File: src/hdl/cpth_pkg.sv
// Shared types and constants for the color period to HSL converter.
package cpth_pkg;

    localparam int PERIOD_BITS = 8;
    localparam int DEN_W       = 2 * PERIOD_BITS;
    localparam int NUM_W       = 2 * PERIOD_BITS + 1;
    localparam int QUEUE_DEPTH = 4;
    localparam int OFFSET_W    = 8;
    localparam logic [OFFSET_W-1:0] OFFSET_RESET = 8'd3;

    typedef struct packed {
        logic [PERIOD_BITS-1:0] red_period;
        logic [PERIOD_BITS-1:0] green_period;
        logic [PERIOD_BITS-1:0] blue_period;
        logic [PERIOD_BITS-1:0] clear_period;
    } color_in_t;

    typedef struct packed {
        logic [11:0] hue_tenths;
        logic [9:0]  saturation_tenths;
        logic [9:0]  lightness_tenths;
    } color_out_t;

    // Classified request: per channel a saturate flag, the starting remainder and divisor.
    typedef struct packed {
        logic [2:0]            sat_one;
        logic [2:0][DEN_W-1:0] rem;
        logic [2:0][DEN_W-1:0] den;
    } cpth_work_t;

endpackage

File: src/hdl/cpth_queue.sv
// Short request queue between the front end and the back end.
module cpth_queue
    import cpth_pkg::*;
(
    input  logic       aclk,
    input  logic       aresetn,
    input  logic       wr_valid,
    output logic       wr_ready,
    input  cpth_work_t wr_data,
    output logic       rd_valid,
    input  logic       rd_ready,
    output cpth_work_t rd_data
);

    localparam int PTR_W = $clog2(QUEUE_DEPTH);
    localparam int CNT_W = $clog2(QUEUE_DEPTH + 1);

    cpth_work_t       mem [QUEUE_DEPTH];
    logic [PTR_W-1:0] wr_ptr_reg;
    logic [PTR_W-1:0] rd_ptr_reg;
    logic [CNT_W-1:0] count_reg;
    logic             push;
    logic             pop;

    assign wr_ready = (count_reg != CNT_W'(QUEUE_DEPTH));
    assign rd_valid = (count_reg != '0);
    assign rd_data  = mem[rd_ptr_reg];
    assign push     = wr_valid && wr_ready;
    assign pop      = rd_valid && rd_ready;

    always_ff @(posedge aclk) begin
        if (!aresetn) begin
            wr_ptr_reg <= '0;
            rd_ptr_reg <= '0;
            count_reg  <= '0;
        end else begin
            if (push) wr_ptr_reg <= PTR_W'((int'(wr_ptr_reg) + 1) % QUEUE_DEPTH);
            if (pop)  rd_ptr_reg <= PTR_W'((int'(rd_ptr_reg) + 1) % QUEUE_DEPTH);
            if (push && !pop)      count_reg <= count_reg + 1'b1;
            else if (pop && !push) count_reg <= count_reg - 1'b1;
        end
    end

    always_ff @(posedge aclk) begin
        if (push) mem[wr_ptr_reg] <= wr_data;
    end

endmodule

File: config.mk
export PLATFORM = sky130hd
export DESIGN_NAME = cpth_queue
export DESIGN_NICKNAME = d
export VERILOG_FILES = /design/src/hdl/cpth_pkg.sv /design/src/hdl/cpth_queue.sv
export SDC_FILE = /design/constraint.sdc
export NUM_CORES = 1
export LEC_CHECK = 0
export ABC_AREA = 1
export BUFFER_PORTS_ARGS = -buffer_cell sky130_fd_sc_hd__buf_4
export CORE_MARGIN = 1
export CORE_UTILIZATION = 45
export DETAILED_ROUTE_END_ITERATION = 10
export GPL_TIMING_DRIVEN = 0
export HOLD_SLACK_MARGIN = 0.15
export PLACE_DENSITY = 0.64
export REMOVE_ABC_BUFFERS = 1
export SLEW_MARGIN = 10
export SYNTH_ARGS = -nofsm -noshare
export SYNTH_HDL_FRONTEND = slang
export SYNTH_SLANG_ARGS = --single-unit
File: constraint.sdc
create_clock -name aclk -period 7.6 [get_ports aclk]
set_input_delay 0.38 -clock aclk [delete_from_list [all_inputs] [get_ports aclk]]
set_output_delay 0.38 -clock aclk [all_outputs]
set_load 0.02 [all_outputs]
==> impl_metrics.tcl <==
set metrics [dict create \
    cts_setup_buffers 0 \
    grt_pass1_wl_mm 48.8 \
    synth_edf_count 396 \
    cp.depth 5 \
    num_vias 9362 \
    drt_pass1_iterations 4 \
    yosysSeqAreaShare_pct 79.9 \
    path_cells "buf_16 > clkinv_4 > o21ai_1 > o22ai_1 > buf_4" \
    core_area_um2 32800 \
    die_w_um 185 \
    criticalPathCategory "reg2out" \
    crit_fanout 99 \
    areaGrowthSynthToFinish_pct 30.4 \
    tritoncts "built" \
    dieArea_um2 34300 \
    ys.flop_type "edfxtp_1" \
    clock-root-buffer "clkbuf_16" \
    netlist_top_cells_area "edfxtp_1, o21ai_0, nor2_1" \
    fill_cells 2482 \
    fin_crit_ns 3.28 \
    initial_core_util_pct 46.1 \
    grt_max_degree 199 \
    relSlewSlack_pct 22.8 \
    hold_path_class "reg2reg" \
    via_per_inst 5.18 \
    highest-signal-layer "met4" \
    io_pins 204 \
    cpMaxStageDelayCell "dfxtp_4" \
    fin_crit_sh_pct 43.1 \
    drc 0 \
    fin_ws_ns 4.32 \
    cts_sinks 405 \
    multi_input_area_um2 2630 \
    wire_per_inst_um 17.8 \
    peakVddDrop_mv 0.283 \
    row_count 66 \
    htree_levels 2 \
    worstMarginPinSlew_ns 1.16 \
    clock_skew_ns 0.00833 \
    drv_cap 0 \
    status "finished clean" \
    wl_met1_mm 13.8 \
    syn_area_per_cell_um2 14.7 \
    holdBufCountCts 102 \
    power.total_w 0.00659 \
    r2r_start "count_reg[0]" \
    synth_top_area_cell "edfxtp_1" \
    cts_buffers 43 \
    ys_ff_latch 405 \
    critPathLaunchType "flop" \
    rsz0062_at_grt "false" \
    critPathCapture "rd_data[67]" \
    cp_top_family "buffers and inverters" \
    clk_pin_slew_worst_paths_ns 0.06 \
    rrSetupSlack_ns 5.18 \
    fmax_ghz 0.305 \
    synth_top_area_share_pct 78.7 \
    ys_types 21 \
    portBuffers 203 \
    dpl.hpwl_mm 17.4 \
    seq_area_um2 12100 \
    cp.required_ns 7.22 \
    timing.rr.end "mem[3][21]" \
    grt_antenna_before_repair 3 \
    end_kind "output port" \
    async_flop_share_pct 0 \
    dieHeight_um 185 \
    clk_latency_ns 0.53 \
    drt-initial-drc-count 609 \
    syn_area_um2 15100 \
    power_density_nw_per_um2 334 \
    final-setup-viol-count 0 \
    clockBufferDepth 3 \
    overflow 0 \
    drive_gt1_share_pct 20.9 \
    leakage_nw 6.95 \
    slew_viol_final 0 \
    layout.nets 1441 \
    arrival_ns 2.90 \
    first_global_vias 9146 \
    track_usage_pct 18.6 \
    hold_viol 0 \
    rr_worst_depth 7 \
    routed_wl_mm 32.2 \
    largest_reg_flops 396 \
    detail-route-antenna-nets 0 \
    critPathMaxStageDelay_ns 0.68 \
    final_cell_mix "edfxtp_1, nor2_1, buf_4" \
    wl_met2_mm 15.8 \
    ys.warnings.count 0 \
    post-place-ws_ns 4.80 \
    ctsResizeCount 0 \
    final_common_cell "edfxtp_1" \
    gp_congestion 0.685 \
    met3WireLength_mm 2.07 \
    hold_ws_ns 0.502 \
    tns_ns 0 \
    syn_inst 1025 \
    critPathBufInv 3 \
]
cell families after synthesis:
logic type | after synthesis | share of synthesized area [%]
buf+inv | 80 | 2.94
compound gates | 301 | 10.8
xor+xnor | 1 | 0.0579
flops | 405 | 79.9
simple gates | 232 | 5.82
fa+ha+maj | 6 | 0.546
worst min-delay path by stage:
stage / cells past startpoint / slack, ns / from / to
floorplan: 2 / 0.46 / rd_ptr_reg[1] / flop
global placement: 2 / 0.49 / rd_ptr_reg[0] / rd_ptr_reg[0]
detailed placement: 2 / 0.48 / rd_ptr_reg[1] / flop
CTS: 2 / 0.49 / rd_ptr_reg[1] / flop
global route: 2 / 0.53 / rd_ptr_reg[1] / flop
finish: 2 / 0.50 / rd_ptr_reg[1] / flop
cells in the mapped netlist, types with 3 or more instances:
| cell | count |
|---|---|
| clkbuf_1 | 40 |
| inv_1 | 14 |
| nand3_1 | 4 |
| nor2_1 | 212 |
| edfxtp_1 | 396 |
| buf_2 | 5 |
| buf_4 | 5 |
| nand2_1 | 15 |
| ha_1 | 5 |
| o22ai_1 | 99 |
| o21ai_0 | 177 |
| o21ai_1 | 22 |
| dfxtp_1 | 9 |
| buf_6 | 13 |
| a21oi_1 | 3 |
worst min-delay path, cell delays in order, from the launching register on:
cell     delay, ns
dfxtp_1       0.33
nand2_1       0.07
a21oi_1       0.06
per-stage QoR:
stage                     utilization [%]  instance area (µm²)  instances
final                                60.1                19700       1807
after global routing                 60.1                19700       1807
after CTS                            60.1                19700       1804
after detailed placement             53.0                17400       1627
after global placement               51.3                16800       1606
after floorplan                         -                14700        961
power breakdown:
| group | switching [W] | leakage, nW | total (W) | internal (W) |
|---|---|---|---|---|
| Combinational | 0.00112 | 2.60 | 0.00182 | 0.000692 |
| Clock | 0.000778 | 0.647 | 0.00195 | 0.00118 |
| Sequential | 0.000104 | 3.70 | 0.00282 | 0.00271 |
routing by layer:
metal / vias up / GRT usage, %
met5: - / 0
li1: 4476 / -
met1: 4608 / 24.5
met3: 45 / 4.44
met4: 0 / 5.26
met2: 233 / 30.7
layout make-up:
| cell class | count | area share, % |
|---|---|---|
| Clock buffer | 56 | 5.92 |
| Tap cell | 442 | 2.81 |
| Clock inverter | 19 | 0.793 |
| Inverter | 16 | 0.368 |
| Multi-Input combinational cell | 540 | 13.3 |
| Antenna cell | 3 | 0.0381 |
| Timing Repair Buffer | 326 | 15.5 |
| Sequential cell | 405 | 61.3 |
(Power assumes the default switching activity.)
