## config.mk

```make
export PLATFORM = sky130hd
export DESIGN_NAME = cpth_front
export DESIGN_NICKNAME = d
export VERILOG_FILES = /design/src/hdl/cpth_pkg.sv /design/src/hdl/cpth_front.sv
export SDC_FILE = /design/constraint.sdc
export NUM_CORES = 1
export LEC_CHECK = 0
export ABC_AREA = 1
export BUFFER_PORTS_ARGS = -buffer_cell sky130_fd_sc_hd__buf_4
export CORE_UTILIZATION = 60
export CTS_BUF_LIST = sky130_fd_sc_hd__clkbuf_8
export DETAILED_ROUTE_END_ITERATION = 7
export PLACE_DENSITY = 0.79
export SYNTH_ARGS = -nofsm -noshare
export SYNTH_HDL_FRONTEND = slang
export SYNTH_SLANG_ARGS = --single-unit
```

## constraint.sdc

```tcl
create_clock -name aclk -period 26.5 [get_ports aclk]
set_clock_uncertainty 0.05 [all_clocks]
set_input_delay 5.3 -clock aclk [delete_from_list [all_inputs] [get_ports aclk]]
set_output_delay 5.3 -clock aclk [all_outputs]
set_load 0.01 [all_outputs]
```

## src/hdl/cpth_pkg.sv

```systemverilog
// Shared types and constants for the color period to HSL converter.
package cpth_pkg;

    localparam int PERIOD_BITS = 8;
    localparam int DEN_W       = 2 * PERIOD_BITS;
    localparam int NUM_W       = 2 * PERIOD_BITS + 1;
    localparam int QUEUE_DEPTH = 4;
    localparam int OFFSET_W    = 8;
    localparam logic [OFFSET_W-1:0] OFFSET_RESET = 8'd3;

    typedef struct packed {
        logic [PERIOD_BITS-1:0] red_period;
        logic [PERIOD_BITS-1:0] green_period;
        logic [PERIOD_BITS-1:0] blue_period;
        logic [PERIOD_BITS-1:0] clear_period;
    } color_in_t;

    typedef struct packed {
        logic [11:0] hue_tenths;
        logic [9:0]  saturation_tenths;
        logic [9:0]  lightness_tenths;
    } color_out_t;

    // Classified request: per channel a saturate flag, the starting remainder and divisor.
    typedef struct packed {
        logic [2:0]            sat_one;
        logic [2:0][DEN_W-1:0] rem;
        logic [2:0][DEN_W-1:0] den;
    } cpth_work_t;

endpackage

```

## src/hdl/cpth_front.sv

```systemverilog
// Front end: holds the offset register, accepts requests and sets up channel divisions.
module cpth_front
    import cpth_pkg::*;
(
    input  logic                aclk,
    input  logic                aresetn,
    input  logic                cfg_we,
    input  logic [OFFSET_W-1:0] cfg_wdata,
    input  logic                s_valid,
    output logic                s_ready,
    input  color_in_t           s_data,
    output logic                work_valid,
    input  logic                work_ready,
    output cpth_work_t          work_data
);

    logic [OFFSET_W-1:0] offset_reg;
    logic                valid_reg;
    cpth_work_t          work_reg;
    cpth_work_t          work_next;

    assign s_ready    = !valid_reg || work_ready;
    assign work_valid = valid_reg;
    assign work_data  = work_reg;

    always_comb begin
        logic [PERIOD_BITS-1:0] ch;
        logic [PERIOD_BITS-1:0] clr;
        logic [NUM_W-1:0]       num;
        logic [DEN_W-1:0]       den;
        clr = s_data.clear_period;
        for (int i = 0; i < 3; i++) begin
            unique case (i)
                0:       ch = s_data.red_period;
                1:       ch = s_data.green_period;
                default: ch = s_data.blue_period;
            endcase
            num = NUM_W'(offset_reg) * NUM_W'(ch) + NUM_W'(clr) * NUM_W'(clr);
            den = DEN_W'(clr) * DEN_W'(ch);
            work_next.den[i]     = den;
            work_next.sat_one[i] = (clr == '0) || (ch == '0) || (num >= NUM_W'(den));
            // saturated channels need no remainder; num < den otherwise
            work_next.rem[i]     = work_next.sat_one[i] ? '0 : num[DEN_W-1:0];
        end
    end

    always_ff @(posedge aclk) begin
        if (!aresetn) begin
            offset_reg <= OFFSET_RESET;
            valid_reg  <= 1'b0;
        end else begin
            if (cfg_we) offset_reg <= cfg_wdata;
            if (s_ready) valid_reg <= s_valid;
        end
    end

    always_ff @(posedge aclk) begin
        if (s_valid && s_ready) work_reg <= work_next;
    end

endmodule

```

==> results of run 1 <==
-- area by class of cell --
type | instances | area (um^2)
clock buffer | 9 | 124
multi-input combinational | 1656 | 14500
fill | 2890 | 12000
tap | 455 | 569
inverter | 765 | 2870
timing repair buffer | 153 | 1150
clock inverter | 7 | 58.8
sequential | 108 | 3150
-- routing by layer --
| layer | vias to the layer above | global-route usage (%) |
|---|---|---|
| met5 | - | 0 |
| met4 | 0 | 8.75 |
| met3 | 65 | 3.04 |
| met2 | 533 | 50.4 |
| met1 | 7935 | 36.0 |
| li1 | 7887 | - |
-- worst max-delay path: cells and delay by family --
kind                       cells  cell delay, ns
AOI/OAI and AO/OA              5            0.92
xor gates and xnor gates       2            0.83
adders and majority gates     10            4.20
buffers and inverters          6            0.70
and+or+nand+nor               14            1.83
-- worst max-delay path by stage --
stage | slack, ns | to | cells after the start
5_1_grt | 12.14 | work_data[84] | 38
2_1_floorplan | 13.30 | work_data[58] | 38
3_5_place_dp | 12.40 | work_data[79] | 37
6_report | 12.79 | work_data[68] | 37
4_1_cts | 12.85 | work_data[68] | 37
3_3_place_gp | 12.58 | work_data[66] | 37
-- through the flow --
step,area (um^2),util (%)
floorplan,21000,-
global placement,22300,64.6
detailed placement,22300,64.6
CTS,22400,65.1
global route,22400,65.1
finish,22400,65.1
-- placed cells by master (no fill, tap or decap), drive strengths merged, types with 2 or more instances in the layout --
master,instances
a21oi,82
or2,4
o21ai,38
inv,769
and3,4
xor2,65
a21boi,2
a31o,10
nor4,6
o2111ai,2
nand2,617
nand3,54
clkbuf,9
o211ai,2
o21a,3
clkinv,3
xnor2,20
nor3,13
a211oi,3
ha,292
nor2,116
a21o,7
buf,153
a31oi,4
dfxtp,9
edfxtp,99
fa,282
nand4,13
o21bai,12
-- cell families (layout without fill, tap and decap cells) --
family	count (synthesis)	in the layout	synth area share (%)
buffers and inverters	870	934	15.8
AND/OR/NAND/NOR	829	829	16.5
adder cells (fa/ha/maj)	574	574	44.3
AO/OA/AOI/OAI	168	168	4.74
flip-flops	108	108	15.0
XOR/XNOR	85	85	3.58
==> impl_metrics.env, run 1 <==
export IMPL_drcViolationCount=1
export IMPL_holdCritPathClass="reg2reg"
export IMPL_dieArea_mm2=0.0357
export IMPL_async_flop_share_pct=0
export IMPL_routed_top_layer="met4"
export IMPL_rrSetupSlack_ns=20.17
export IMPL_violations="design-rule violations"
export IMPL_hold_ws_ns=0.472
export IMPL_seq_area_frac_synth_pct=15.0
export IMPL_grt_usage_pct=28.3
export IMPL_hp_start="offset_reg[6]"
export IMPL_largest_reg_flops=99
export IMPL_setup_tns_ns=0
export IMPL_wl_per_cell_um=15.1
export IMPL_cp_slowest_stage_delay_ns=0.57
export IMPL_cts_sinks=108
export IMPL_yosysWarnings=0
export IMPL_nets=3312
export IMPL_cts_resized=0
export IMPL_crit_top_cell="nand2_1"
export IMPL_synth_main_ff_cell="edfxtp_1"
export IMPL_syn_to_final_growth_pct=6.99
export IMPL_ys_ff_latch=108
export IMPL_synth_top_cell_area_share_pct=26.9
export IMPL_syn_num_nets=3253
export IMPL_cts_made_buffers=9
export IMPL_final_cells=3153
export IMPL_finalSetupViolations=0
export IMPL_cts_root_buf="clkbuf_8"
export IMPL_critPathMaxFanout=33
export IMPL_crit_start="s_data[2]"
export IMPL_place_ws_ns=12.40
export IMPL_rsz0062_at_grt="false"
export IMPL_r2r_start="offset_reg[3]"
export IMPL_ys_types=53
export IMPL_syn_mean_instance_area_um2=7.97
export IMPL_critical_path_slowest_cell="fa_1"
export IMPL_path_class="in2reg"
export IMPL_hold_path_depth=2
export IMPL_synth_top_area_cell="fa_1"
export IMPL_vias_per_cell=5.21
export IMPL_status="complete, but fails checks"
export IMPL_grt_pass1_wl_um=80500
export IMPL_fin_crit_ns=13.71
export IMPL_vias=16400
export IMPL_insertion_delay_ns=0.40
export IMPL_m1WireLength_um=19700
export IMPL_max_cap_viol_count=0
export IMPL_antenna_cells=0
export IMPL_r2r_cells=22
export IMPL_post_cts_buffers=0
export IMPL_route_met3_wl_um=3170
export IMPL_fp_dieW_um=189
export IMPL_crit_path_end_kind="register"
export IMPL_die_h_um=189
export IMPL_holdBufCountCts=0
export IMPL_antenna_found_initial=0
export IMPL_worstPathArrival_ns=13.81
export IMPL_routed_wl_um=47700
export IMPL_io_pins=146
export IMPL_synth_area_top_cells="fa_1 27%, ha_1 17%, edfxtp_1 14%, inv_1 14%, nand2_1 11%"
export IMPL_max_freq_mhz=72.9
export IMPL_final_setup_worst_slack_ns=12.79
export IMPL_dr_pass1_iters=7
export IMPL_hold_end="offset_reg[6]"
export IMPL_report_final_slew_viol_count=0
export IMPL_synth_top_cells_by_count="758 x inv_1, 609 x nand2_1, 292 x ha_1"
export IMPL_clockBufferDepth=2
export IMPL_overflow=0
export IMPL_cts_tree="done"
export IMPL_grt_pass1_vias=16900
export IMPL_finalHoldViolations=0
export IMPL_drive_above_1_share_pct=8.86
export IMPL_core_mm2=0.0345
export IMPL_path_clk_slew_ns=0.10
export IMPL_synth_edf_count=99
export IMPL_gp_congestion=0.923
export IMPL_cp_start_kind="primary input"
export IMPL_period_share_pct=51.7
export IMPL_portBuffers=145
export IMPL_yosys_cell_count_top_type="inv_1"
export IMPL_drt_iter0_markers=989
export IMPL_grt_max_degree=72
export IMPL_place_hpwl_um=38900
export IMPL_slew_headroom_pct=28.7
export IMPL_rows=68
export IMPL_rr_endpoint="work_data[98]"
export IMPL_htree_num_levels=3
export IMPL_ant_nets=0
export IMPL_cp_data_required_time_ns=26.60
export IMPL_start_util_pct=60.9
export IMPL_tightestPinTransition_ns=1.07
export IMPL_placed_cells=3137
export IMPL_netlist_area_mm2=0.0210
export IMPL_routed_wl_met2_um=23800
export IMPL_synthCells=2634
Power of run 1 is left out: the tool's default activity adds up to more than one toggle a clock period on the data nets, which glitch-free logic cannot reach.
==> run 2: changes to the inputs <==
ABC_AREA = 0   (was 1)
clock period = 14.4 ns   (was 26.5 ns; I/O delays follow)
==> impl_metrics.env, run 2 <==
export IMPL_status="completed"
export IMPL_antenna_cells=0
export IMPL_fp_dieW_um=185
export IMPL_setup_tns_ns=0
export IMPL_async_flop_share_pct=0
export IMPL_path_class="in2reg"
export IMPL_ys_ff_latch=108
export IMPL_synth_top_cells_by_count="441 x inv_1, 292 x ha_1, 282 x fa_1"
export IMPL_placed_cells=2710
export IMPL_io_pins=146
export IMPL_portBuffers=145
export IMPL_period_share_pct=84.8
export IMPL_yosys_cell_count_top_type="inv_1"
export IMPL_cts_root_buf="clkbuf_8"
export IMPL_overflow=0
export IMPL_rows=66
export IMPL_die_h_um=185
export IMPL_crit_path_end_kind="register"
export IMPL_drt_iter0_markers=1025
export IMPL_max_cap_viol_count=0
export IMPL_cp_data_required_time_ns=14.57
export IMPL_synth_edf_count=99
export IMPL_core_mm2=0.0328
export IMPL_regArea_mm2=0.00315
export IMPL_multi_input_area_mm2=0.0151
export IMPL_r2r_cells=23
export IMPL_layout_commonest_cell="inv_1"
export IMPL_cp_start_kind="primary input"
export IMPL_rrSetupSlack_ns=6.97
export IMPL_path_clk_slew_ns=0.14
export IMPL_gp_congestion=0.977
export IMPL_netlist_area_mm2=0.0202
export IMPL_synth_area_top_cells="fa_1 28%, ha_1 18%, edfxtp_1 15%, inv_1 8.2%, and2_1 7.2%"
export IMPL_hold_path_depth=2
export IMPL_final_cells=2726
export IMPL_tightestPinTransition_ns=1.18
export IMPL_syn_to_final_growth_pct=8.14
export IMPL_vias_per_cell=5.70
export IMPL_syn_mean_instance_area_um2=9.24
export IMPL_drcViolationCount=0
export IMPL_dieArea_mm2=0.0344
export IMPL_cts_tree="done"
export IMPL_rsz0062_at_grt="false"
export IMPL_holdCritPathClass="reg2reg"
export IMPL_place_hpwl_um=37800
export IMPL_yosysWarnings=0
export IMPL_largest_reg_flops=99
export IMPL_worstPathArrival_ns=12.38
export IMPL_mostFrequentLayoutCells="443 x inv_1, 292 x ha_1, 282 x fa_1, 230 x and2_1, 212 x nand2_1"
export IMPL_clockBufferDepth=2
export IMPL_crit_start="s_data[0]"
export IMPL_synth_top_cell_area_share_pct=28.0
export IMPL_drive_above_1_share_pct=7.92
export IMPL_fin_crit_ns=12.21
export IMPL_synth_top_area_cell="fa_1"
export IMPL_nets=2898
export IMPL_wl_per_cell_um=18.0
export IMPL_ys_types=62
export IMPL_cp_slowest_stage_delay_ns=0.72
export IMPL_slew_headroom_pct=21.0
export IMPL_synthCells=2185
export IMPL_synth_main_ff_cell="edfxtp_1"
export IMPL_routed_wl_um=49100
export IMPL_seq_area_frac_synth_pct=15.6
export IMPL_finalSetupViolations=0
export IMPL_antenna_found_initial=2
export IMPL_start_util_pct=61.6
export IMPL_placed_cell_area_mm2=0.0216
export IMPL_vias=15500
export IMPL_dr_pass1_iters=5
export IMPL_cts_resized=0
export IMPL_critPathMaxFanout=40
export IMPL_critical_path_slowest_cell="nor4_1"
export IMPL_finalHoldViolations=0
export IMPL_fillerInstances=2589
export IMPL_cts_made_buffers=9
export IMPL_grt_pass1_wl_um=80500
export IMPL_htree_num_levels=3
export IMPL_holdBufCountCts=0
export IMPL_design_area_mm2=0.0218
export IMPL_grt_usage_pct=30.4
export IMPL_post_cts_buffers=0
export IMPL_grt_max_degree=53
export IMPL_report_final_slew_viol_count=0
export IMPL_grt_pass1_vias=16500
export IMPL_max_freq_mhz=81.9
export IMPL_ant_nets=0
export IMPL_syn_num_nets=2804
export IMPL_insertion_delay_ns=0.47
export IMPL_fin_util_pct=66.6
export IMPL_hp_start="work_valid"
export IMPL_r2r_start="offset_reg[5]"
export IMPL_cts_sinks=108
==> run 2: worst max-delay path, delay by kind of cell <==
kind / cells / cell delay (ns)
AOI/OAI and AO/OA: 11 / 2.58
xor gates and xnor gates: 2 / 0.29
adders and majority gates: 10 / 3.87
buffers and inverters: 7 / 0.90
and+or+nand+nor: 8 / 1.82
==> run 2: cell type report <==
type	instances	area share [%]
Multi-Input combinational cell	1565	69.2
Sequential cell	108	14.4
Inverter	441	7.58
Timing Repair Buffer	154	5.30
Tap cell	442	2.53
Clock buffer	9	0.568
Clock inverter	7	0.390
==> run 2: logic make-up (layout without fill, tap and decap cells) <==
kind of cell             Yosys count  count (layout)  synth area share, %
AO/OA/AOI/OAI                    221             221                 7.32
buffers and inverters            512             611                 9.58
AND/OR/NAND/NOR                  669             669                 16.9
multiplexers                      11              11                0.552
adder cells (fa/ha/maj)          574             574                 46.1
XOR/XNOR                          90              90                 3.94
flip-flops                       108             108                 15.6
==> run 2: path summary, 6_finish.rpt <==
path,to
worst max register to register,work_data[69]
worst min-delay path,work_valid
worst max-delay path,work_data[69]
worst min register to register,work_valid
==> run 2: routing by layer <==
| metal | GRT usage [%] | wire, um |
|---|---|---|
| met2 | 53.5 | 24500 |
| met3 | 4.74 | 3480 |
| met5 | 0 | 0 |
| met1 | 36.7 | 19300 |
| met4 | 13.2 | 1800 |
==> run 2: stage by stage <==
step	worst slack, ns	hold slack [ns]
6_report	2.19	0.596
5_1_grt	1.83	0.628
4_1_cts	2.40	0.612
3_5_place_dp	1.92	0.589
3_3_place_gp	1.97	0.581
2_1_floorplan	3.52	0.464
Power of run 2 is left out for the same reason.
